$ cat src/hw/rtl/matrix_multiply_row_engine_assert.svh
// ----------------------------------------------------------------------------
// matrix multiply row engine assertion macros
// implication checks on the rising clock edge, masked while reset is high
// ----------------------------------------------------------------------------
`ifndef MATRIX_MULTIPLY_ROW_ENGINE_ASSERT_SVH
`define MATRIX_MULTIPLY_ROW_ENGINE_ASSERT_SVH

// same-cycle implication
`define MMRE_ASSERT_IMPL(label, clk, rst, ante, cons) \
  label: assert property (@(posedge clk) disable iff (rst) (ante) |-> (cons)) \
    else $error("mmre: same-cycle check failed");

// next-cycle implication
`define MMRE_ASSERT_NEXT(label, clk, rst, ante, cons) \
  label: assert property (@(posedge clk) disable iff (rst) (ante) |=> (cons)) \
    else $error("mmre: next-cycle check failed");

`endif

$ cat src/hw/rtl/mmre_pkg.sv
// ----------------------------------------------------------------------------
// mmre_pkg
// shared sizes, codes and control types of the matrix multiply row engine
// ----------------------------------------------------------------------------
package mmre_pkg;

  // sizes of the stationary b matrix and the accumulator row
  localparam int INNER_MAX = 16;
  localparam int COLS_MAX  = 16;

  localparam int K_W     = (INNER_MAX > 1) ? $clog2(INNER_MAX) : 1;
  localparam int J_W     = (COLS_MAX > 1) ? $clog2(COLS_MAX) : 1;
  localparam int B_DEPTH = INNER_MAX * COLS_MAX;
  localparam int B_AW    = (B_DEPTH > 1) ? $clog2(B_DEPTH) : 1;

  // fixed field widths
  localparam int SIZE_W    = 7;
  localparam int IDX_W     = 6;
  localparam int ELEM_W    = 16;
  localparam int PROD_W    = 32;
  localparam int SUM_W     = 40;
  localparam int CFG_IDX_W = 1;

  localparam logic [SIZE_W-1:0] SIZE_RESET = 7'd16;

  // configuration register indexes
  localparam logic [CFG_IDX_W-1:0] CFG_K_SIZE = 1'b0;
  localparam logic [CFG_IDX_W-1:0] CFG_N_SIZE = 1'b1;

  // item kinds
  localparam logic KIND_B = 1'b0;
  localparam logic KIND_A = 1'b1;

  typedef enum logic [3:0] {
    ST_IDLE  = 4'b0001,
    ST_MAC   = 4'b0010,
    ST_FLUSH = 4'b0100,
    ST_EMIT  = 4'b1000
  } state_t;

  // controller to datapath
  typedef struct packed {
    logic           b_wr;       // store the incoming b element
    logic           a_load;     // latch a element, its k and row start
    logic           first;      // row start, accumulate from zero
    logic           rd_issue;   // read b at column j for the mac pipe
    logic [J_W-1:0] j;          // column for mac read or emit
    logic           emit_load;  // load result register from column j
    logic           emit_last;  // last column of the row
  } dp_cmd_t;

  // datapath to controller
  typedef struct packed {
    logic out_free;   // result register can take a new value
    logic pipe_busy;  // mac pipe still holds work
  } dp_status_t;

endpackage

$ cat src/hw/rtl/mmre_ctrl.sv
// ----------------------------------------------------------------------------
// mmre_ctrl
// size registers and the column sequencer of the row engine
// ----------------------------------------------------------------------------
module mmre_ctrl (
  input  logic                                  clk,
  input  logic                                  rst,
  input  logic                                  item_valid,
  output logic                                  item_stall,
  input  logic                                  kind,
  input  logic [mmre_pkg::IDX_W-1:0]            inner_index,
  input  logic [mmre_pkg::IDX_W-1:0]            column_index,
  input  logic                                  cfg_valid,
  output logic                                  cfg_ready,
  input  logic [mmre_pkg::CFG_IDX_W-1:0]        cfg_index,
  input  logic [mmre_pkg::SIZE_W-1:0]           cfg_data,
  output mmre_pkg::dp_cmd_t                     cmd,
  input  mmre_pkg::dp_status_t                  status
);

  mmre_pkg::state_t             state;
  mmre_pkg::state_t             state_next;
  logic [mmre_pkg::SIZE_W-1:0]  k_size;
  logic [mmre_pkg::SIZE_W-1:0]  n_size;
  logic [mmre_pkg::SIZE_W-1:0]  k_eff;
  logic [mmre_pkg::SIZE_W-1:0]  n_eff;
  logic [mmre_pkg::J_W-1:0]     j;
  logic [mmre_pkg::J_W-1:0]     j_next;
  logic                         last_row;
  logic                         last_row_next;
  logic                         accept;
  logic                         j_last;
  logic                         b_in_range;
  logic [mmre_pkg::SIZE_W-1:0]  k_in;

  assign cfg_ready = 1'b1;

  always_ff @(posedge clk) begin
    if (rst) begin
      k_size <= mmre_pkg::SIZE_RESET;
      n_size <= mmre_pkg::SIZE_RESET;
    end else if (cfg_valid) begin
      if (cfg_index == mmre_pkg::CFG_K_SIZE) begin
        k_size <= cfg_data;
      end
      if (cfg_index == mmre_pkg::CFG_N_SIZE) begin
        n_size <= cfg_data;
      end
    end
  end

  always_comb begin
    priority if (k_size == '0) begin
      k_eff = mmre_pkg::SIZE_W'(1);
    end else if (k_size > mmre_pkg::SIZE_W'(mmre_pkg::INNER_MAX)) begin
      k_eff = mmre_pkg::SIZE_W'(mmre_pkg::INNER_MAX);
    end else begin
      k_eff = k_size;
    end
    priority if (n_size == '0) begin
      n_eff = mmre_pkg::SIZE_W'(1);
    end else if (n_size > mmre_pkg::SIZE_W'(mmre_pkg::COLS_MAX)) begin
      n_eff = mmre_pkg::SIZE_W'(mmre_pkg::COLS_MAX);
    end else begin
      n_eff = n_size;
    end
  end

  assign item_stall = (state != mmre_pkg::ST_IDLE);
  assign accept     = item_valid && !item_stall;
  assign k_in       = mmre_pkg::SIZE_W'(inner_index);
  assign j_last     = (mmre_pkg::SIZE_W'(j) == n_eff - mmre_pkg::SIZE_W'(1));
  assign b_in_range = (k_in < mmre_pkg::SIZE_W'(mmre_pkg::INNER_MAX))
                   && (mmre_pkg::SIZE_W'(column_index)
                       < mmre_pkg::SIZE_W'(mmre_pkg::COLS_MAX));

  always_comb begin
    state_next    = state;
    j_next        = j;
    last_row_next = last_row;
    cmd           = '0;
    cmd.j         = j;
    unique case (state)
      mmre_pkg::ST_IDLE: begin
        if (accept) begin
          if (kind == mmre_pkg::KIND_B) begin
            cmd.b_wr = b_in_range;
          end else if (k_in < k_eff) begin
            cmd.a_load    = 1'b1;
            cmd.first     = (k_in == '0);
            last_row_next = (k_in == k_eff - mmre_pkg::SIZE_W'(1));
            j_next        = '0;
            state_next    = mmre_pkg::ST_MAC;
          end
        end
      end
      mmre_pkg::ST_MAC: begin
        cmd.rd_issue = 1'b1;
        if (j_last) begin
          state_next = mmre_pkg::ST_FLUSH;
        end else begin
          j_next = j + mmre_pkg::J_W'(1);
        end
      end
      mmre_pkg::ST_FLUSH: begin
        if (!status.pipe_busy) begin
          j_next     = '0;
          state_next = last_row ? mmre_pkg::ST_EMIT : mmre_pkg::ST_IDLE;
        end
      end
      mmre_pkg::ST_EMIT: begin
        if (status.out_free) begin
          cmd.emit_load = 1'b1;
          cmd.emit_last = j_last;
          if (j_last) begin
            state_next = mmre_pkg::ST_IDLE;
          end else begin
            j_next = j + mmre_pkg::J_W'(1);
          end
        end
      end
      default: begin
        state_next = mmre_pkg::ST_IDLE;
      end
    endcase
  end

  always_ff @(posedge clk) begin
    if (rst) begin
      state    <= mmre_pkg::ST_IDLE;
      j        <= '0;
      last_row <= 1'b0;
    end else begin
      state    <= state_next;
      j        <= j_next;
      last_row <= last_row_next;
    end
  end

endmodule

$ cat config.mk
export PLATFORM = sky130hd
export DESIGN_NAME = mmre_ctrl
export DESIGN_NICKNAME = d
export VERILOG_FILES = /design/src/hw/rtl/matrix_multiply_row_engine_assert.svh /design/src/hw/rtl/mmre_pkg.sv /design/src/hw/rtl/mmre_ctrl.sv
export SDC_FILE = /design/constraint.sdc
export NUM_CORES = 1
export LEC_CHECK = 0
export ABC_AREA = 0
export BUFFER_PORTS_ARGS = -buffer_cell sky130_fd_sc_hd__clkbuf_2
export CORE_MARGIN = 8
export CORE_UTILIZATION = 53
export DETAILED_ROUTE_END_ITERATION = 12
export PLACE_DENSITY = 0.79
export RECOVER_POWER = 50
export SYNTH_ARGS = -nofsm -noshare
export SYNTH_HDL_FRONTEND = slang
export SYNTH_SLANG_ARGS = --single-unit
$ cat constraint.sdc
create_clock -name clk -period 4 [get_ports clk]
set_input_delay 0.8 -clock clk [delete_from_list [all_inputs] [get_ports clk]]
set_output_delay 0.8 -clock clk [all_outputs]
set_load 0.1 [all_outputs]
# Word-level counts from Yosys, hierarchy flattened
# Index checks and enable logic that the tools add are counted.
[op_classes] addsub=3 magnitude_cmp=5 eq_ne=14 muxes=28 n_bitwise=1 reduce_logical=12
[ops] operator="$mux W4" count=14
[ops] operator="$pmux W4 S4" count=2
[ops] operator="$mux W7" count=4
[ops] operator="$logic_not A7 Y1" count=3
[ops] operator="$gt A7 B5 Y1 const B" count=2
[ops] operator="$ne A2 B2 Y1 const B" count=7
[ops] operator="$sub A7 B1 Y7 const B" count=2
[ops] operator="$lt A6 B5 Y1 const B" count=2
[ops] operator="$mux W2" count=4
[ops] operator="$eq A4 B7 Y1" count=1
[ops] operator="$eq A6 B7 Y1" count=1
[ops] operator="$lt A6 B7 Y1" count=1
[ops] operator="$reduce_and A7 Y1" count=1
[ops] operator="$mux W3" count=2
[ops] operator="$reduce_and A6 Y1" count=1
[ops] operator="$add A4 B1 Y4 const B" count=1
[ops] operator="$eq A4 B1 Y1 const B" count=1
[ops] operator="$eq A4 B2 Y1 const B" count=1
[ops] operator="$eq A4 B3 Y1 const B" count=1
[ops] operator="$eq A4 B4 Y1 const B" count=1
[ops] operator="$ne A4 B1 Y1 const B" count=1
[ops] operator="$reduce_and A2 Y1" count=2
[ops] operator="$reduce_and A4 Y1" count=1
[ops] operator="$reduce_bool A4 Y1" count=1
[ops] operator="other kinds (4)" count=6
[totals] register_bits=23 inputBits=27 output_inout_bits=12

# Longest topological paths before layout
# Gate-level depths: netlist (run 1).
[logic_depth] ltp_word=8 ltp_mapped=11 depth_no_buf=10

# Worst setup path before layout (run 1)
# No wires, ideal clock.
[synth_path] kind="register to output" startpoint="reg k_size[6] (netlist bit)" endpoint="out cmd[7] (netlist bit)" t_arrival_ns=4.977 t_required_ns=3.200 setup_slack_ns=-1.777 path_stages_with_launch=9 path_buffers=0 path_cell_list="dfxtp_1 -> nor3_1 -> nand2_1 -> ha_1 -> nor2b_1 -> o211ai_1 -> a21oi_1 -> or4_4 -> nor4_1"
[synth_rtl] item="from (decl)" line="mmre_ctrl.sv:23" source="logic [mmre_pkg::SIZE_W-1:0] k_size;"
[synth_rtl] item="from (signal assigned)" line="mmre_ctrl.sv:40" source="k_size <= mmre_pkg::SIZE_RESET;"
[synth_rtl] item="from (signal assigned)" line="mmre_ctrl.sv:44" source="k_size <= cfg_data;"
[synth_rtl] item="to (decl)" line="mmre_ctrl.sv:17" source="output mmre_pkg::dp_cmd_t cmd,"

==> impl_metrics.env, run 1 <==
export IMPL_drt_total_wl_mm=3.29
export IMPL_post_route_drc_count=0
export IMPL_dp_slack_ns=0.474
export IMPL_postSynthAreaPerCell_sq_um=7.61
export IMPL_numClockSinks=23
export IMPL_clk_path_buf_depth=2
export IMPL_grt_pass1_wl_mm=5.90
export IMPL_clkLatencyLatePin_ns=0.31
export IMPL_worst_setup_path_startpoint="k_size[6]"
export IMPL_synth_async_reset_ratio_pct=0
export IMPL_detail_route_first_pass_iterations=4
export IMPL_timing_setup_tns_ns=0
export IMPL_cpPeakStageDelay_ns=0.53
export IMPL_postLayoutSetupSlackWorst_ns=0.318
export IMPL_max_slew_violation_count=0
export IMPL_cp_data_required_time_ns=3.20
export IMPL_number_of_endpoints_failing_setup_at_the_final_stage=0
export IMPL_post_layout_nonfiller_instances=264
export IMPL_via_count=1500
export IMPL_synth_cell_types=47
export IMPL_grt_pass1_vias=1398
export IMPL_die_outline_height_um=70.1
export IMPL_routability_congestion=0.782
export IMPL_yosys_warnings=0
export IMPL_critPathBufInv=2
export IMPL_peakVddDrop_v=0.000314
export IMPL_cts_repair_resize_count=0
export IMPL_placed_cells=260
export IMPL_design_portCount=39
export IMPL_num_antenna_cells=0
export IMPL_postRouteAntennaNets=0
export IMPL_clkSlewWorstSetupHoldPaths_ns=0.13
export IMPL_area_share_of_the_largest_cell_type_after_synthesis_pct=29.7
export IMPL_num_rows=19
export IMPL_areaGrowthSynthToFinish_pct=14.9
export IMPL_holdCritPathClass="reg2reg"
export IMPL_synth_area_sq_um=1550
export IMPL_initial_core_utilization_pct=55.8
export IMPL_cts_inserted_buffers=3
export IMPL_clock_skew_final_ns=0.00166
export IMPL_r2r_start="n_size[2]"
export IMPL_yosysTopAreaCell="sky130_fd_sc_hd__dfxtp_1"
export IMPL_critical_path_max_fanout=8
export IMPL_design_power_total_w=0.000494
export IMPL_share_of_final_layout_standard_cells_stronger_than_drive_strength_1_pct=17.6
export IMPL_root_buffer="sky130_fd_sc_hd__clkbuf_4"
export IMPL_final_hold_violation_count=0
export IMPL_design_core_area_sq_um=2780
export IMPL_cts_tree="yes"
export IMPL_run_status="complete, no violations"
export IMPL_final_net_count=270
export IMPL_synth_edf_count=0
export IMPL_postSynthCellCount=204
export IMPL_critical_path_startpoint_type="flip-flop"
export IMPL_dp_hpwl_mm=2.68
export IMPL_yosys_top_cells_area="sky130_fd_sc_hd__dfxtp_1 30%, sky130_fd_sc_hd__nand2_1 8.5%, sky130_fd_sc_hd__ha_1 7.3%"
export IMPL_timing_final_crit_period_ns=3.68
export IMPL_leakagePower_nw=0.698
export IMPL_timing_hold_ws_ns=0.463
export IMPL_holdCritStartpoint="k_size[5]"
export IMPL_vias_per_cell=5.68
export IMPL_cts_hold_fix_buffers=0
export IMPL_cts_htree_levels=1
export IMPL_grt_util_all_layers_pct=13.6
export IMPL_grt_max_degree=24
export IMPL_number_of_buffer_cells_added_on_primary_ports=33
export IMPL_antenna_found_initial=0
export IMPL_relSlewSlack_pct=22.9
export IMPL_synth_main_ff_cell="sky130_fd_sc_hd__dfxtp_1"
export IMPL_kind_of_end_point_of_the_critical_path="primary output"
export IMPL_worstPathCellList="nor3_1 > buf_4 > nand2_1 > ha_1 > nor2b_1 > o211ai_1 > a21oi_1 > or4_4 > nor4_2 > buf_12"
export IMPL_period_share_pct=92.1
export IMPL_worst_slew_pin_transition_ns=1.16
export IMPL_path_class="reg2out"
export IMPL_drt_iter0_markers=63
export IMPL_synth_yosys_seq_area_share_pct=29.7
export IMPL_floorplan_die_area_sq_um=4920
export IMPL_grt_setup_unrepaired="no"
export IMPL_critical_path_arrival_ns=2.88
export IMPL_crit_slowest_cell="sky130_fd_sc_hd__or4_4"
export IMPL_wl_per_cell_um=12.5
export IMPL_power_density_nw_per_um2=277
export IMPL_timing_fmax_mhz=272
export IMPL_dieWidth_um=70.1
export IMPL_critical_path_top_delay_family="simple AND/OR/NAND/NOR gates"
export IMPL_cts_setup_buffers=0
export IMPL_max_cap_violations=0
export IMPL_globalRouteOverflowTotal=0
export IMPL_synth_seq_cells=23
[layout make-up]
type                       count  area (sq um)
multi-input combinational    165          1040
fill                         258           997
sequential                    23           460
timing repair buffer          35           190
tap                           31          38.8
clock buffer                   3          22.5
inverter                       6          22.5
clock inverter                 1          7.51
[Yosys cell counts (all sizes together) (2+ instances only)]
cell type  number
or3             2
ha              9
nor2b           4
a31oi           2
o21ai          11
clkbuf          6
inv             6
a211o           2
nand2b          3
or4             4
nand3b          2
o31ai           3
nor2            6
nand3          10
or4b            3
nor3           12
and3            2
a211oi          4
dfxtp          23
or2b            2
a21oi          19
buf             5
xor2            3
nand2          35
xnor2           6
nor4            3
[sequential cells by signal (all words and copies together), names as in the netlist]
signal and flops:
j 4, k_size 7, state 4, n_size 7
last_row 1
[worst min-delay path, stage by stage (launching register included)]
cell	delay (ns)
sky130_fd_sc_hd__dfxtp_1	0.33
sky130_fd_sc_hd__nand2_1	0.05
sky130_fd_sc_hd__a21oi_1	0.05
[metal layers]
metal  wire length [um]  part of all wire [%]  track usage (%)
met5                  0                     0                0
met2               1570                    48             24.3
met4                 17                  0.52             1.56
met1               1560                    47             15.8
met3                144                   4.4             4.52
[placed cells by master (no fill, tap or decap), types with 2 or more instances in the layout]
master                      n
sky130_fd_sc_hd__nor4_2     2
sky130_fd_sc_hd__nor2_1     6
sky130_fd_sc_hd__nand2b_1   3
sky130_fd_sc_hd__xnor2_1    6
sky130_fd_sc_hd__or2b_1     2
sky130_fd_sc_hd__ha_1       9
sky130_fd_sc_hd__dfxtp_1   23
sky130_fd_sc_hd__o21ai_0   11
sky130_fd_sc_hd__nor3_1    12
sky130_fd_sc_hd__nand2_1   35
sky130_fd_sc_hd__or4_1      3
sky130_fd_sc_hd__nand3_1   10
sky130_fd_sc_hd__or3_1      2
sky130_fd_sc_hd__o31ai_1    3
sky130_fd_sc_hd__buf_4      2
sky130_fd_sc_hd__clkbuf_2  28
sky130_fd_sc_hd__inv_1      6
sky130_fd_sc_hd__or4b_2     2
sky130_fd_sc_hd__nor2b_1    4
sky130_fd_sc_hd__and3_1     2
sky130_fd_sc_hd__conb_1     2
sky130_fd_sc_hd__xor2_1     3
sky130_fd_sc_hd__a211oi_1   4
sky130_fd_sc_hd__a31oi_1    2
sky130_fd_sc_hd__nand3b_1   2
sky130_fd_sc_hd__clkbuf_4   3
sky130_fd_sc_hd__a211o_1    2
sky130_fd_sc_hd__a21oi_1   19
sky130_fd_sc_hd__clkbuf_1   4
[worst paths after layout]
| check | endpoint | slack, ns | cells after the start |
|---|---|---|---|
| worst max-delay path | cmd[7] | 0.32 | 10 |
| worst min-delay path | k_size[5] | 0.46 | 2 |
| worst max register to register | state[3] | 1.01 | 10 |
| worst min register to register | k_size[5] | 0.46 | 2 |
[cell families after synthesis]
| logic type | share of synthesized area (%) |
|---|---|
| buffers and inverters | 5.24 |
| xor gates and xnor gates | 5.08 |
| other | 0.242 |
| AOI/OAI and AO/OA | 21.8 |
| adders and majority gates | 7.25 |
| and+or+nand+nor | 30.8 |
| DFF | 29.7 |
[metrics by stage]
stage,cell area [sq um],utilization [%]
2_1_floorplan,1580,-
3_3_place_gp,1760,63.2
3_5_place_dp,1760,63.2
4_1_cts,1790,64.3
5_1_grt,1780,64.1
6_report,1780,64.1
[report_power, final]
group / internal, W / switching (W)
sequential: 0.000238 / 0.0000123
clock: 0.0000381 / 0.0000721
combinational: 0.0000454 / 0.0000880
total: 0.000322 / 0.000172
Power figures use the tool's default switching activity.
==> run 2, diff against run 1 <==
ABC_AREA = 1   (was 0)
CORE_UTILIZATION = 54   (was 53)
==> run 2 against run 1 <==
Compared with the run above:
- via count rose by 11%
- cell area up 10%
- total power rose by 68%
==> impl_metrics.env, run 2 <==
export IMPL_run_status="complete, no violations"
export IMPL_p_comb_share_pct=54.3
export IMPL_cp_data_required_time_ns=3.20
export IMPL_period_share_pct=90.2
export IMPL_clkSlewWorstSetupHoldPaths_ns=0.11
export IMPL_share_of_final_layout_standard_cells_stronger_than_drive_strength_1_pct=20.6
export IMPL_grt_pass1_vias=1500
export IMPL_path_class="reg2out"
export IMPL_critical_path_top_cell_by_count="sky130_fd_sc_hd__nand2_1"
export IMPL_synth_area_sq_um=1710
export IMPL_cts_inserted_buffers=3
export IMPL_kind_of_end_point_of_the_critical_path="primary output"
export IMPL_critical_path_max_fanout=5
export IMPL_peakVddDrop_v=0.000199
export IMPL_postSynthAreaPerCell_sq_um=6.69
export IMPL_final_hold_violation_count=0
export IMPL_power_internal_w=0.000415
export IMPL_worst_slew_pin_transition_ns=1.16
export IMPL_synth_async_reset_ratio_pct=0
export IMPL_synth_edf_count=0
export IMPL_most_frequent_cells_in_the_layout="49 x sky130_fd_sc_hd__nand2_1, 44 x sky130_fd_sc_hd__nor2_1, 34 x sky130_fd_sc_hd__inv_1"
export IMPL_post_dp_cell_area_sq_um=1940
export IMPL_largestRegisters="k_size: 7 flops, n_size: 7 flops"
export IMPL_yosys_top_cells_area="sky130_fd_sc_hd__dfxtp_1 27%, sky130_fd_sc_hd__nand2_1 11%, sky130_fd_sc_hd__nor2_1 9.9%"
export IMPL_number_of_endpoints_failing_setup_at_the_final_stage=0
export IMPL_synth_yosys_seq_area_share_pct=26.9
export IMPL_cpPeakStageDelay_ns=0.37
export IMPL_critical_path_arrival_ns=2.81
export IMPL_clk_path_buf_depth=2
export IMPL_grt_pass1_wl_mm=6.20
export IMPL_max_slew_violation_count=0
export IMPL_postSynthCellCount=256
export IMPL_cts_tree="yes"
export IMPL_power_share_switching_pct=50.1
export IMPL_holdCritPathClass="reg2reg"
export IMPL_routability_congestion=0.835
export IMPL_timing_setup_tns_ns=0
export IMPL_timing_hold_ws_ns=0.522
export IMPL_fillCellCount=285
export IMPL_worstPathCellList="nor2_1 > nand2_1 > a21oi_2 > nand2_1 > ha_1 > a21oi_1 > o21ai_1 > a21oi_1 > o21ai_0 > nand2_1 > nand2_1 > nor2_2 > inv_1 > nor4_4 > clkbuf_4"
export IMPL_drt_total_wl_mm=3.52
export IMPL_dieWidth_um=72.3
export IMPL_most_used_standard_cell_by_instance_count_after_synthesis="sky130_fd_sc_hd__nand2_1"
export IMPL_synth_cell_types=31
export IMPL_numClockSinks=23
export IMPL_cts_htree_levels=1
export IMPL_areaGrowthSynthToFinish_pct=14.8
export IMPL_postRouteAntennaNets=0
export IMPL_final_cell_area_sq_um=1970
export IMPL_clkLatencyLatePin_ns=0.31
export IMPL_antenna_found_initial=0
export IMPL_dp_hpwl_mm=2.94
export IMPL_wl_per_cell_um=10.5
export IMPL_post_route_drc_count=0
export IMPL_grt_max_degree=17
export IMPL_p_seq_share_pct=33.0
export IMPL_root_buffer="sky130_fd_sc_hd__clkbuf_4"
export IMPL_fraction_of_power_consumed_by_the_clock_network_pct=12.8
export IMPL_relSlewSlack_pct=22.7
export IMPL_timing_final_crit_period_ns=3.61
export IMPL_synth_seq_cells=23
export IMPL_num_antenna_cells=0
export IMPL_synth_top_cells_by_count="49 x sky130_fd_sc_hd__nand2_1, 45 x sky130_fd_sc_hd__nor2_1, 34 x sky130_fd_sc_hd__inv_1"
export IMPL_final_net_count=328
export IMPL_post_layout_nonfiller_instances=335
export IMPL_yosysTopAreaCell="sky130_fd_sc_hd__dfxtp_1"
export IMPL_area_share_of_the_largest_cell_type_after_synthesis_pct=26.9
export IMPL_synth_main_ff_cell="sky130_fd_sc_hd__dfxtp_1"
export IMPL_floorplan_die_area_sq_um=5230
export IMPL_clock_skew_final_ns=0.00665
export IMPL_timing_fmax_mhz=277
export IMPL_grt_setup_unrepaired="no"
export IMPL_detail_route_first_pass_iterations=4
export IMPL_power_density_nw_per_um2=424
export IMPL_num_rows=20
export IMPL_switching_power_of_the_nets_w=0.000417
export IMPL_design_portCount=39
export IMPL_vias_per_cell=4.97
export IMPL_cts_setup_buffers=0
export IMPL_most_common_library_cell_in_the_layout_ignoring_fill_and_taps="sky130_fd_sc_hd__nand2_1"
export IMPL_leakagePower_nw=0.973
export IMPL_drt_iter0_markers=82
export IMPL_crit_slowest_cell="sky130_fd_sc_hd__clkbuf_4"
export IMPL_globalRouteOverflowTotal=0
export IMPL_initial_core_utilization_pct=56.5
export IMPL_die_outline_height_um=72.3
export IMPL_design_core_area_sq_um=3030
export IMPL_max_cap_violations=0
export IMPL_number_of_buffer_cells_added_on_primary_ports=33
export IMPL_placed_cells=331
export IMPL_grt_util_all_layers_pct=14.4
export IMPL_critical_path_startpoint_type="flip-flop"
export IMPL_via_count=1666
export IMPL_yosys_warnings=0
## run 2: cell type report
class / instances / area (sq um) / area share, %
multi-input combinational: 197 / 1130 / 57.7
sequential: 23 / 460 / 23.4
timing repair buffer: 33 / 163 / 8.27
inverter: 34 / 128 / 6.49
tap: 44 / 55.1 / 2.80
clock buffer: 4 / 26.3 / 1.34
## run 2: through the flow
| step | power (W) | util (%) | setup WS (ns) |
|---|---|---|---|
| 2_1_floorplan | 0.000657 | - | -0.477 |
| 3_3_place_gp | 0.000728 | 64.1 | 0.558 |
| 3_5_place_dp | 0.000734 | 64.1 | 0.550 |
| 4_1_cts | 0.000840 | 65.0 | 0.245 |
| 5_1_grt | 0.000902 | 64.9 | 0.0828 |
| 6_report | 0.000833 | 64.9 | 0.394 |
## run 2: power groups by stage
stage / Clock [W] / Combinational [W] / Sequential [W]
floorplan: 0 / 0.000359 / 0.000298
global placement: 0 / 0.000449 / 0.000279
detailed placement: 0 / 0.000454 / 0.000280
CTS: 0.000111 / 0.000455 / 0.000275
global route: 0.000123 / 0.000502 / 0.000278
finish: 0.000106 / 0.000452 / 0.000275
## run 2: metal layers
metal | up-vias | routed length, um | track usage [%]
li1 | 906 | - | -
met1 | 733 | 1600 | 17.0
met2 | 23 | 1750 | 24.8
met3 | 4 | 134 | 3.72
met4 | 0 | 31 | 4.08
met5 | - | 0 | 0
## run 2: what timing repair did
item                       in CTS  in global routing
hold buffers                    0                  0
setup endpoints to repair       0                  1
resized for setup               0                  2
## run 2: logic make-up (layout without fill, tap and decap cells)
family	after synthesis	in the layout	share of synthesized area, %
simple gates	147	147	42.5
buf+inv	37	71	8.77
compound gates	35	35	12.2
flops	23	23	26.9
fa+ha+maj	9	9	6.58
xor+xnor	4	4	2.85
other cells	1	2	0.219
## run 2: path summary, 6_finish.rpt
path / from / end / slack (ns) / depth (start not counted)
max: k_size[3] / cmd[7] / 0.39 / 15
min: n_size[0] / n_size[0] / 0.52 / 2
max reg2reg: k_size[3] / j[1] / 1.55 / 16
min reg2reg: n_size[0] / n_size[0] / 0.52 / 2
## run 2: worst max-delay path: cells and delay by family, from the launching register on
kind	cells	cell delay [ns]
and+or+nand+nor	7	0.74
adders and majority gates	1	0.31
buffers and inverters	2	0.47
AOI/OAI and AO/OA	5	0.62
DFF	1	0.35
